File: config.mk
export PLATFORM = sky130hd
export DESIGN_NAME = even_divisor_counter_core
export DESIGN_NICKNAME = d
export VERILOG_FILES = /design/src/design/edc_pkg.sv /design/src/design/even_divisor_counter_core.sv
export SDC_FILE = /design/constraint.sdc
export NUM_CORES = 1
export LEC_CHECK = 0
export BUFFER_PORTS_ARGS = -buffer_cell sky130_fd_sc_hd__buf_4
export CELL_PAD_IN_SITES_DETAIL_PLACEMENT = 2
export CELL_PAD_IN_SITES_GLOBAL_PLACEMENT = 2
export CORE_UTILIZATION = 32
export CTS_BUF_LIST = sky130_fd_sc_hd__clkbuf_16
export DETAILED_ROUTE_END_ITERATION = 10
export GPL_TIMING_DRIVEN = 0
export PLACE_DENSITY = 0.72
export SLEW_MARGIN = 25
export SYNTH_ARGS = -nofsm -noshare
export SYNTH_HDL_FRONTEND = slang
export SYNTH_SLANG_ARGS = --single-unit
export TNS_END_PERCENT = 5
File: constraint.sdc
create_clock -name clk_i -period 5.35 [get_ports clk_i]
set_clock_uncertainty 0.15 [all_clocks]
set_input_delay 0 -clock clk_i [delete_from_list [all_inputs] [get_ports clk_i]]
set_output_delay 0 -clock clk_i [all_outputs]
set_load 0.05 [all_outputs]
File: src/design/edc_pkg.sv
// ----------------------------------------------------------------------------
// Even divisor counter package
// Shared widths and constants for the even divisor counter.
// ----------------------------------------------------------------------------
package edc_pkg;

  parameter int unsigned VALUE_BITS_DEFAULT = 31;

  // Result field
  parameter int unsigned COUNT_W = 11;
  parameter logic [COUNT_W-1:0] COUNT_MAX = 11'd2047;

  // Odd-divisor product saturates just above the largest result
  parameter int unsigned ODD_W = 12;
  parameter logic [ODD_W-1:0] ODD_SAT = 12'd2048;

  // First odd trial candidate and its square
  parameter int unsigned FIRST_CAND = 3;
  parameter int unsigned FIRST_CAND_SQ = 9;

  // Factor for a leftover prime
  parameter int unsigned PRIME_FACTOR = 2;

endpackage

File: src/design/even_divisor_counter_core.sv
// ----------------------------------------------------------------------------
// Even divisor counter core
// Counts the even divisors of one positive integer by trial division.
// ----------------------------------------------------------------------------
// A request runs through a sequence of states whose length depends on the
// value, with each division done by the bit-serial restoring divider. An odd
// or zero value goes straight to the final state. For an even value the block
// strips one factor of two per step until the value is odd, then for each odd
// candidate c = 3, 5, 7, ... with c*c not above the remaining value runs a
// compare, one division and an evaluation, plus one more division after each
// division that leaves no remainder, and ends with a last compare and the
// final state. Worst case at 31 bits is about 16000 candidates. The input is
// stalled while a request is in work; a finished result sits in the output
// register, so the next request is taken while it waits.
// ----------------------------------------------------------------------------
module even_divisor_counter_core #(
  parameter int unsigned VALUE_BITS = edc_pkg::VALUE_BITS_DEFAULT
) (
  input  logic                         clk_i,
  input  logic                         rst_ni,
  input  logic                         in_valid_i,
  output logic                         in_stall_o,
  input  logic [VALUE_BITS-1:0]        value_i,
  output logic                         out_valid_o,
  input  logic                         out_stall_i,
  output logic [edc_pkg::COUNT_W-1:0]  even_divisor_count_o
);

  localparam int unsigned CB     = (VALUE_BITS + 1) / 2 + 1;  // candidate width
  localparam int unsigned SQ_W   = 2 * CB;
  localparam int unsigned TW     = $clog2(VALUE_BITS);
  localparam int unsigned FW     = $clog2(VALUE_BITS + 1);
  localparam int unsigned CNT_W  = $clog2(VALUE_BITS);
  localparam int unsigned PROD_W = edc_pkg::ODD_W + FW;

  localparam logic [2:0] ST_IDLE  = 3'd0;
  localparam logic [2:0] ST_STRIP = 3'd1;
  localparam logic [2:0] ST_CHECK = 3'd2;
  localparam logic [2:0] ST_DIV   = 3'd3;
  localparam logic [2:0] ST_EVAL  = 3'd4;
  localparam logic [2:0] ST_FIN   = 3'd5;

  logic [2:0]                  state_q, state_d;
  logic [VALUE_BITS-1:0]       v_q, v_d;
  logic [TW-1:0]               twos_q, twos_d;
  logic [FW-1:0]               k_q, k_d;
  logic [edc_pkg::ODD_W-1:0]   odd_q, odd_d;
  logic [CB-1:0]               cand_q, cand_d;
  logic [SQ_W-1:0]             sq_q, sq_d;
  logic [VALUE_BITS-1:0]       dq_q, dq_d;
  logic [CB-1:0]               rem_q, rem_d;
  logic [CNT_W-1:0]            cnt_q, cnt_d;
  logic                        out_valid_q, out_valid_d;
  logic [edc_pkg::COUNT_W-1:0] out_q, out_d;

  // Divider step
  logic [CB:0]                 shifted;
  logic [CB+1:0]               diff;
  logic                        fits;

  // Shared multiplier
  logic [FW-1:0]               factor;
  logic [PROD_W-1:0]           prod;
  logic [edc_pkg::ODD_W-1:0]   odd_sat;
  logic [edc_pkg::COUNT_W-1:0] cnt_sat;

  logic                        out_free;

  assign in_stall_o           = (state_q != ST_IDLE);
  assign out_valid_o          = out_valid_q;
  assign even_divisor_count_o = out_q;
  assign out_free             = !out_valid_q || !out_stall_i;

  assign shifted = {rem_q, dq_q[VALUE_BITS-1]};
  assign diff    = {1'b0, shifted} - {2'b00, cand_q};
  assign fits    = !diff[CB+1];

  always_comb begin
    unique case (state_q)
      ST_CHECK: factor = FW'(edc_pkg::PRIME_FACTOR);
      ST_FIN:   factor = FW'(twos_q);
      default:  factor = FW'(k_q + 1'b1);
    endcase
  end

  assign prod    = PROD_W'(odd_q) * PROD_W'(factor);
  assign odd_sat = (prod > PROD_W'(edc_pkg::ODD_SAT)) ? edc_pkg::ODD_SAT
                                                       : prod[edc_pkg::ODD_W-1:0];
  assign cnt_sat = (prod > PROD_W'(edc_pkg::COUNT_MAX)) ? edc_pkg::COUNT_MAX
                                                         : prod[edc_pkg::COUNT_W-1:0];

  always_comb begin
    state_d     = state_q;
    v_d         = v_q;
    twos_d      = twos_q;
    k_d         = k_q;
    odd_d       = odd_q;
    cand_d      = cand_q;
    sq_d        = sq_q;
    dq_d        = dq_q;
    rem_d       = rem_q;
    cnt_d       = cnt_q;
    out_d       = out_q;
    out_valid_d = out_valid_q && out_stall_i;

    unique case (state_q)
      ST_IDLE: begin
        if (in_valid_i) begin
          v_d    = value_i;
          twos_d = '0;
          k_d    = '0;
          odd_d  = edc_pkg::ODD_W'(1);
          cand_d = CB'(edc_pkg::FIRST_CAND);
          sq_d   = SQ_W'(edc_pkg::FIRST_CAND_SQ);
          // Odd or zero: no twos, so the final product is zero
          if (value_i == '0 || value_i[0]) begin
            state_d = ST_FIN;
          end else begin
            state_d = ST_STRIP;
          end
        end
      end
      ST_STRIP: begin
        if (!v_q[0]) begin
          v_d    = v_q >> 1;
          twos_d = TW'(twos_q + 1'b1);
        end else begin
          state_d = ST_CHECK;
        end
      end
      ST_CHECK: begin
        if (sq_q <= SQ_W'(v_q)) begin
          dq_d    = v_q;
          rem_d   = '0;
          cnt_d   = '0;
          state_d = ST_DIV;
        end else begin
          // Leftover above one is a prime
          if (v_q > VALUE_BITS'(1)) begin
            odd_d = odd_sat;
          end
          state_d = ST_FIN;
        end
      end
      ST_DIV: begin
        dq_d  = {dq_q[VALUE_BITS-2:0], fits};
        rem_d = fits ? diff[CB-1:0] : shifted[CB-1:0];
        cnt_d = CNT_W'(cnt_q + 1'b1);
        if (cnt_q == CNT_W'(VALUE_BITS - 1)) begin
          state_d = ST_EVAL;
        end
      end
      ST_EVAL: begin
        if (rem_q == '0) begin
          // Divides: keep the quotient and try the same candidate again
          v_d     = dq_q;
          k_d     = FW'(k_q + 1'b1);
          rem_d   = '0;
          cnt_d   = '0;
          state_d = ST_DIV;
        end else begin
          if (k_q != '0) begin
            odd_d = odd_sat;
          end
          k_d     = '0;
          cand_d  = CB'(cand_q + CB'(2));
          sq_d    = SQ_W'(sq_q + {cand_q, 2'b00} + SQ_W'(4));
          state_d = ST_CHECK;
        end
      end
      ST_FIN: begin
        if (out_free) begin
          out_d       = cnt_sat;
          out_valid_d = 1'b1;
          state_d     = ST_IDLE;
        end
      end
      default: state_d = ST_IDLE;
    endcase
  end

  always_ff @(posedge clk_i or negedge rst_ni) begin
    if (!rst_ni) begin
      state_q     <= ST_IDLE;
      out_valid_q <= 1'b0;
    end else begin
      state_q     <= state_d;
      out_valid_q <= out_valid_d;
    end
  end

  always_ff @(posedge clk_i) begin
    v_q    <= v_d;
    twos_q <= twos_d;
    k_q    <= k_d;
    odd_q  <= odd_d;
    cand_q <= cand_d;
    sq_q   <= sq_d;
    dq_q   <= dq_d;
    rem_q  <= rem_d;
    cnt_q  <= cnt_d;
    out_q  <= out_d;
  end

  // Assertions
  a_out_from_fin: assert property (@(posedge clk_i) disable iff (!rst_ni)
    $rose(out_valid_q) |-> $past(state_q == ST_FIN))
    else $error("result raised outside the final state");

  a_cand_odd: assert property (@(posedge clk_i) disable iff (!rst_ni)
    (state_q == ST_CHECK || state_q == ST_DIV || state_q == ST_EVAL) |-> cand_q[0])
    else $error("trial candidate is even");

  a_rem_below: assert property (@(posedge clk_i) disable iff (!rst_ni)
    (state_q == ST_DIV) |-> (rem_q < cand_q))
    else $error("partial remainder not below divisor");

  a_sq_track: assert property (@(posedge clk_i) disable iff (!rst_ni)
    (state_q == ST_CHECK) |-> (sq_q == SQ_W'(SQ_W'(cand_q) * SQ_W'(cand_q))))
    else $error("candidate square out of step");

  a_odd_sat: assert property (@(posedge clk_i) disable iff (!rst_ni)
    (state_q != ST_IDLE) |-> (odd_q <= edc_pkg::ODD_SAT))
    else $error("odd divisor count above saturation");

endmodule

==> summary by stage <==
Synthesis
By count the netlist is led by sky130_fd_sc_hd__edfxtp_1 (164), sky130_fd_sc_hd__inv_1 (143), sky130_fd_sc_hd__nand2_1 (135). The yosys synthesis warning count is 0. Synthesis instantiated 72 different standard cells from the library. In the synthesized netlist the dominant register cell turns out to be sky130_fd_sc_hd__edfxtp_1.

Each instance of the synthesized netlist takes up on average between 9 and 10 sq um. The number of enable-type register cells in the synthesized netlist is ~160. Counting flops with an async set or reset pin after synthesis yields a share of under 10%. After synthesis, the largest area contributor takes up about two fifths of total cell area. The number of standard cells after synthesis is ~1300. The number of nets in the synthesized netlist is between 1000 and 1500. The largest total area in the synthesized netlist belongs to sky130_fd_sc_hd__edfxtp_1. For this run, the register share of the synthesized area comes to slightly above 40%. The flip-flop and latch count after synthesis is 168. The cell with the most instances after synthesis is sky130_fd_sc_hd__edfxtp_1. Sorting the synthesized cells by area gives the leading types as sky130_fd_sc_hd__edfxtp_1 (40%), sky130_fd_sc_hd__ha_1 (11%), sky130_fd_sc_hd__fa_1 (5.2%). The mapped netlist covers between 10000 and 15000 sq um.

Global route
The initial antenna violation count is 1. The maximum number of pins on one net before global-route repair is 32. The global-route wire length before repair is 66.5 mm. Global routing used about 22% of the available tracks across all layers.

The via count of the first global-routing pass is ~12000. The total grt overflow is 0.

Timing
Setup repair after global routing could not meet its margin everywhere. Derived from the worst setup path, the maximum achievable clock frequency is 175 MHz. The count of endpoints failing setup in the final report is 23. The summed negative setup slack over all endpoints is -7040 ps.

Hold timing on the final database bottoms out at a slack of approximately 270 ps. The final cycle utilization of the critical path is 107%. The count of endpoints failing hold in the final timing report came to 0.

The smallest clock period supported by the final layout is computed as roughly 5700 ps. The remaining max-slew budget at the tightest pin is around 27%. The worst-margin pin slew is roughly 1100 ps.

In the post-route analysis, the smallest setup slack over all paths is -374 ps. The total count of max-transition violations in the final report is 0.

Floorplanning
The vertical extent of the die is 199 um. The floorplan has 71 rows. The starting utilization of the core area is about a third. The area inside the core boundary is between 30000 and 40000 sq um. The floorplan step defined a die boundary enclosing between 30000 and 40000 sq um. The die is around 200 um wide. The I/O pin total is 48.

Route
The total wire length is between 40 and 50 mm. In the routed layout, each cell is associated on average with a via count of 5.46. The detailed router finished its first iteration with between 700 and 800 violations.

For this run, design rule violations remaining after detail routing come to 0. The residual antenna-violating net count after detailed routing is 0. After detailed routing, the average wire length per cell comes to 22.0 um. The routed layout has 10594 vias. The pre-antenna-repair detailed-routing pass consisted of 6 iterations.

Finish
The area added between synthesis and finish is 22.2%. At the end of the flow the core is filled with cells to between 30% and 40%. The area taken by multi-input logic gates is between 7000 and 8000 sq um. The post-route netlist has 14.9% of its cells at a drive strength greater than 1.

The final instance count without filler cells is between 1500 and 2000. The count of inserted antenna diode cells is 0. The fill cell total of the finished layout is ~4100.

The final net count is around 1600. In the final layout, flip-flops and latches occupy a little over 5000 sq um.

Critical path
The count of buffer and inverter cells on the critical path is 6. STA classifies the critical path startpoint as a flop. The data arrival time at the worst-slack endpoint is roughly 5800 ps.

The nature of the critical path endpoint is a flop. In this run the number of cells on the critical path is 23. The required time at the worst-slack endpoint is 5380 ps. The type of the worst setup path is reg2reg.

The most numerous cell type found on the critical path is sky130_fd_sc_hd__fa_1. In this design, the stage delay of the slowest critical-path cell is 550 ps. The master of the slowest instance on the critical path is sky130_fd_sc_hd__fa_1. The cell depth of the worst flop-to-flop path is 23. Across all register-to-register paths, the minimum setup slack is -370 ps. In this run the worst path has a maximum fanout of 9. Traced cell by cell, the critical path runs through ha_4, nand3_4, xor2_2, o21ai_1, o211a_4, clkbuf_16, and2_4, fa_1, fa_1, inv_2, fa_1, inv_2, ha_4, o211ai_1, buf_4, a211oi_4, a21oi_2, buf_4, o211ai_1, o41ai_2, and4bb_4, buf_6, nand2_2.

The dominant delay contributor by cell family on the critical path is adder cells.

Placed design
The number of buffer cells added on primary ports is 47. At the end of routability-driven placement, the weighted congestion stood at between 0.7 and 0.8. After legalization and detailed placement, the total HPWL measured between 30 and 40 mm.

The setup slack at placement is -1450 ps. The cell count after placement is 1834.

Clock network
The clock drives between 150 and 200 sinks. The number of buffers added by the clock tree synthesis step is 17. At the later pin of the worst-skew pair, clock insertion delay measures around 440 ps. The clock passes through at most 2 buffers. The H-tree was split into 4 levels. CTS placed an instance of sky130_fd_sc_hd__clkbuf_16 at the clock tree root. The clock-pin slew reported for the worst setup and hold paths after clock tree synthesis is approximately 70 ps. The TritonCTS clock tree is yes.

Job
The max capacitance violation total is 0.

Power
For this design the ratio of total power to cell area is 180 nW/um^2. The maximum ir drop on the vdd rail is between 0.15 and 0.2 mV. The leakage power figure is 6.08 nW.

Outcome
The run finished, with violations left. The checks that failed: setup timing.

Min path
Counting instances, the worst hold path has a depth of 4. The worst min-delay path category is in2reg.
[placed cells by master (no fill, tap or decap), drive strengths merged, types with 5 or more instances in the layout]
master / instances
dlygate4sd3: 35
nand2b: 14
a222oi: 29
fa: 32
and4: 5
and2: 45
a211oi: 13
edfxtp: 164
o22ai: 5
inv: 146
nand3: 28
o21a: 12
mux2i: 18
o21bai: 6
nand2: 135
nor2: 82
clkinv: 7
buf: 100
nor3b: 6
clkbuf: 56
o31ai: 5
nor2b: 9
a21oi: 53
nor3: 35
xor2: 18
o21ai: 79
a21o: 11
xnor2: 31
ha: 107
nand4: 17
or3: 8
and3: 12
o211ai: 7
nor4: 29
[per-layer routing]
layer	GRT usage, %	vias up	part of all wire [%]
met5	0	-	0
li1	-	4898	-
met3	2.98	46	3.8
met4	6.01	0	1.7
met2	37.9	214	49
met1	28.9	5436	45
[logic make-up (layout without fill, tap and decap cells)]
group           count (synthesis)  count (layout)  synth area share (%)
buf+inv                       192             349                  6.15
mux                            18              18                  1.45
simple gates                  435             436                  17.4
compound gates                270             270                  15.1
flops                         168             168                  40.5
xor+xnor                       49              49                  3.46
fa+ha+maj                     139             139                  15.9
[area by class of cell]
cell class	instances	share of cell area, %
multi-input combinational	912	46.3
sequential	168	33.1
timing repair buffer	129	7.24
tap	511	4.21
inverter	144	3.59
clock buffer	17	2.80
buffer	45	1.79
clock inverter	14	0.899
[report_power, final]
group          total, mW         switching (mW)  internal [mW]
logic             0.0542                 0.0204         0.0339
registers           1.42  0.0000000000000000650           1.42
clock network       1.25                  0.568          0.682
total               2.72                  0.588           2.14
[sequential cells by signal (all words and copies together), names as in the netlist]
name	flops
even_divisor_count_o	11
dq_q	31
cand_q	16
v_q	31
k_q	5
cnt_q	5
twos_q	5
sq_q	31
state_q	3
out_valid_o	1
rem_q	17
odd_q	12
[what timing repair did]
item                                   4_1_cts  5_1_grt
pin swaps                                   29       23
setup buffers                               26       15
endpoints found under the hold margin       49        0
hold buffers                                35        0
setup endpoints to repair                   23       23
cloned                                       2        0
resized for setup                           67       28
[worst register-to-register path, cell delays in order (launching register included)]
cell                        delay, ps
sky130_fd_sc_hd__edfxtp_1         480
sky130_fd_sc_hd__ha_4             240
sky130_fd_sc_hd__nand3_4           70
sky130_fd_sc_hd__xor2_2           200
sky130_fd_sc_hd__o21ai_1          120
sky130_fd_sc_hd__o211a_4          170
sky130_fd_sc_hd__clkbuf_16        160
sky130_fd_sc_hd__and2_4           160
sky130_fd_sc_hd__fa_1             470
sky130_fd_sc_hd__fa_1             540
sky130_fd_sc_hd__inv_2             40
sky130_fd_sc_hd__fa_1             550
sky130_fd_sc_hd__inv_2             60
sky130_fd_sc_hd__ha_4             310
sky130_fd_sc_hd__o211ai_1         150
sky130_fd_sc_hd__buf_4            190
sky130_fd_sc_hd__a211oi_4         250
sky130_fd_sc_hd__a21oi_2           90
sky130_fd_sc_hd__buf_4            150
sky130_fd_sc_hd__o211ai_1         180
sky130_fd_sc_hd__o41ai_2          130
sky130_fd_sc_hd__and4bb_4         400
sky130_fd_sc_hd__buf_6            160
sky130_fd_sc_hd__nand2_2           60
[per-stage QoR]
step	area [sq um]	power [mW]
finish	15200	2.72
global route	15200	2.79
CTS	15000	2.74
detailed placement	13500	1.48
global placement	13400	1.48
floorplan	12400	1.45
[final timing paths]
kind / to / startpoint
hold / removal: v_q[17]$_DFFE_PP_ / value_i[17]
hold reg to reg: dq_q[19]$_DFFE_PP_ / dq_q[18]$_DFFE_PP_
setup / recovery: even_divisor_count_o[8]$_SDFFCE_PN1P_ / k_q[0]$_SDFFCE_PN0P_
max in group asynchronous: state_q[0]$_DFFE_PN0P_ / rst_ni
setup reg to reg: even_divisor_count_o[8]$_SDFFCE_PN1P_ / k_q[0]$_SDFFCE_PN0P_
min in group asynchronous: state_q[1]$_DFFE_PN0P_ / rst_ni
Power figures use the tool's default switching activity.
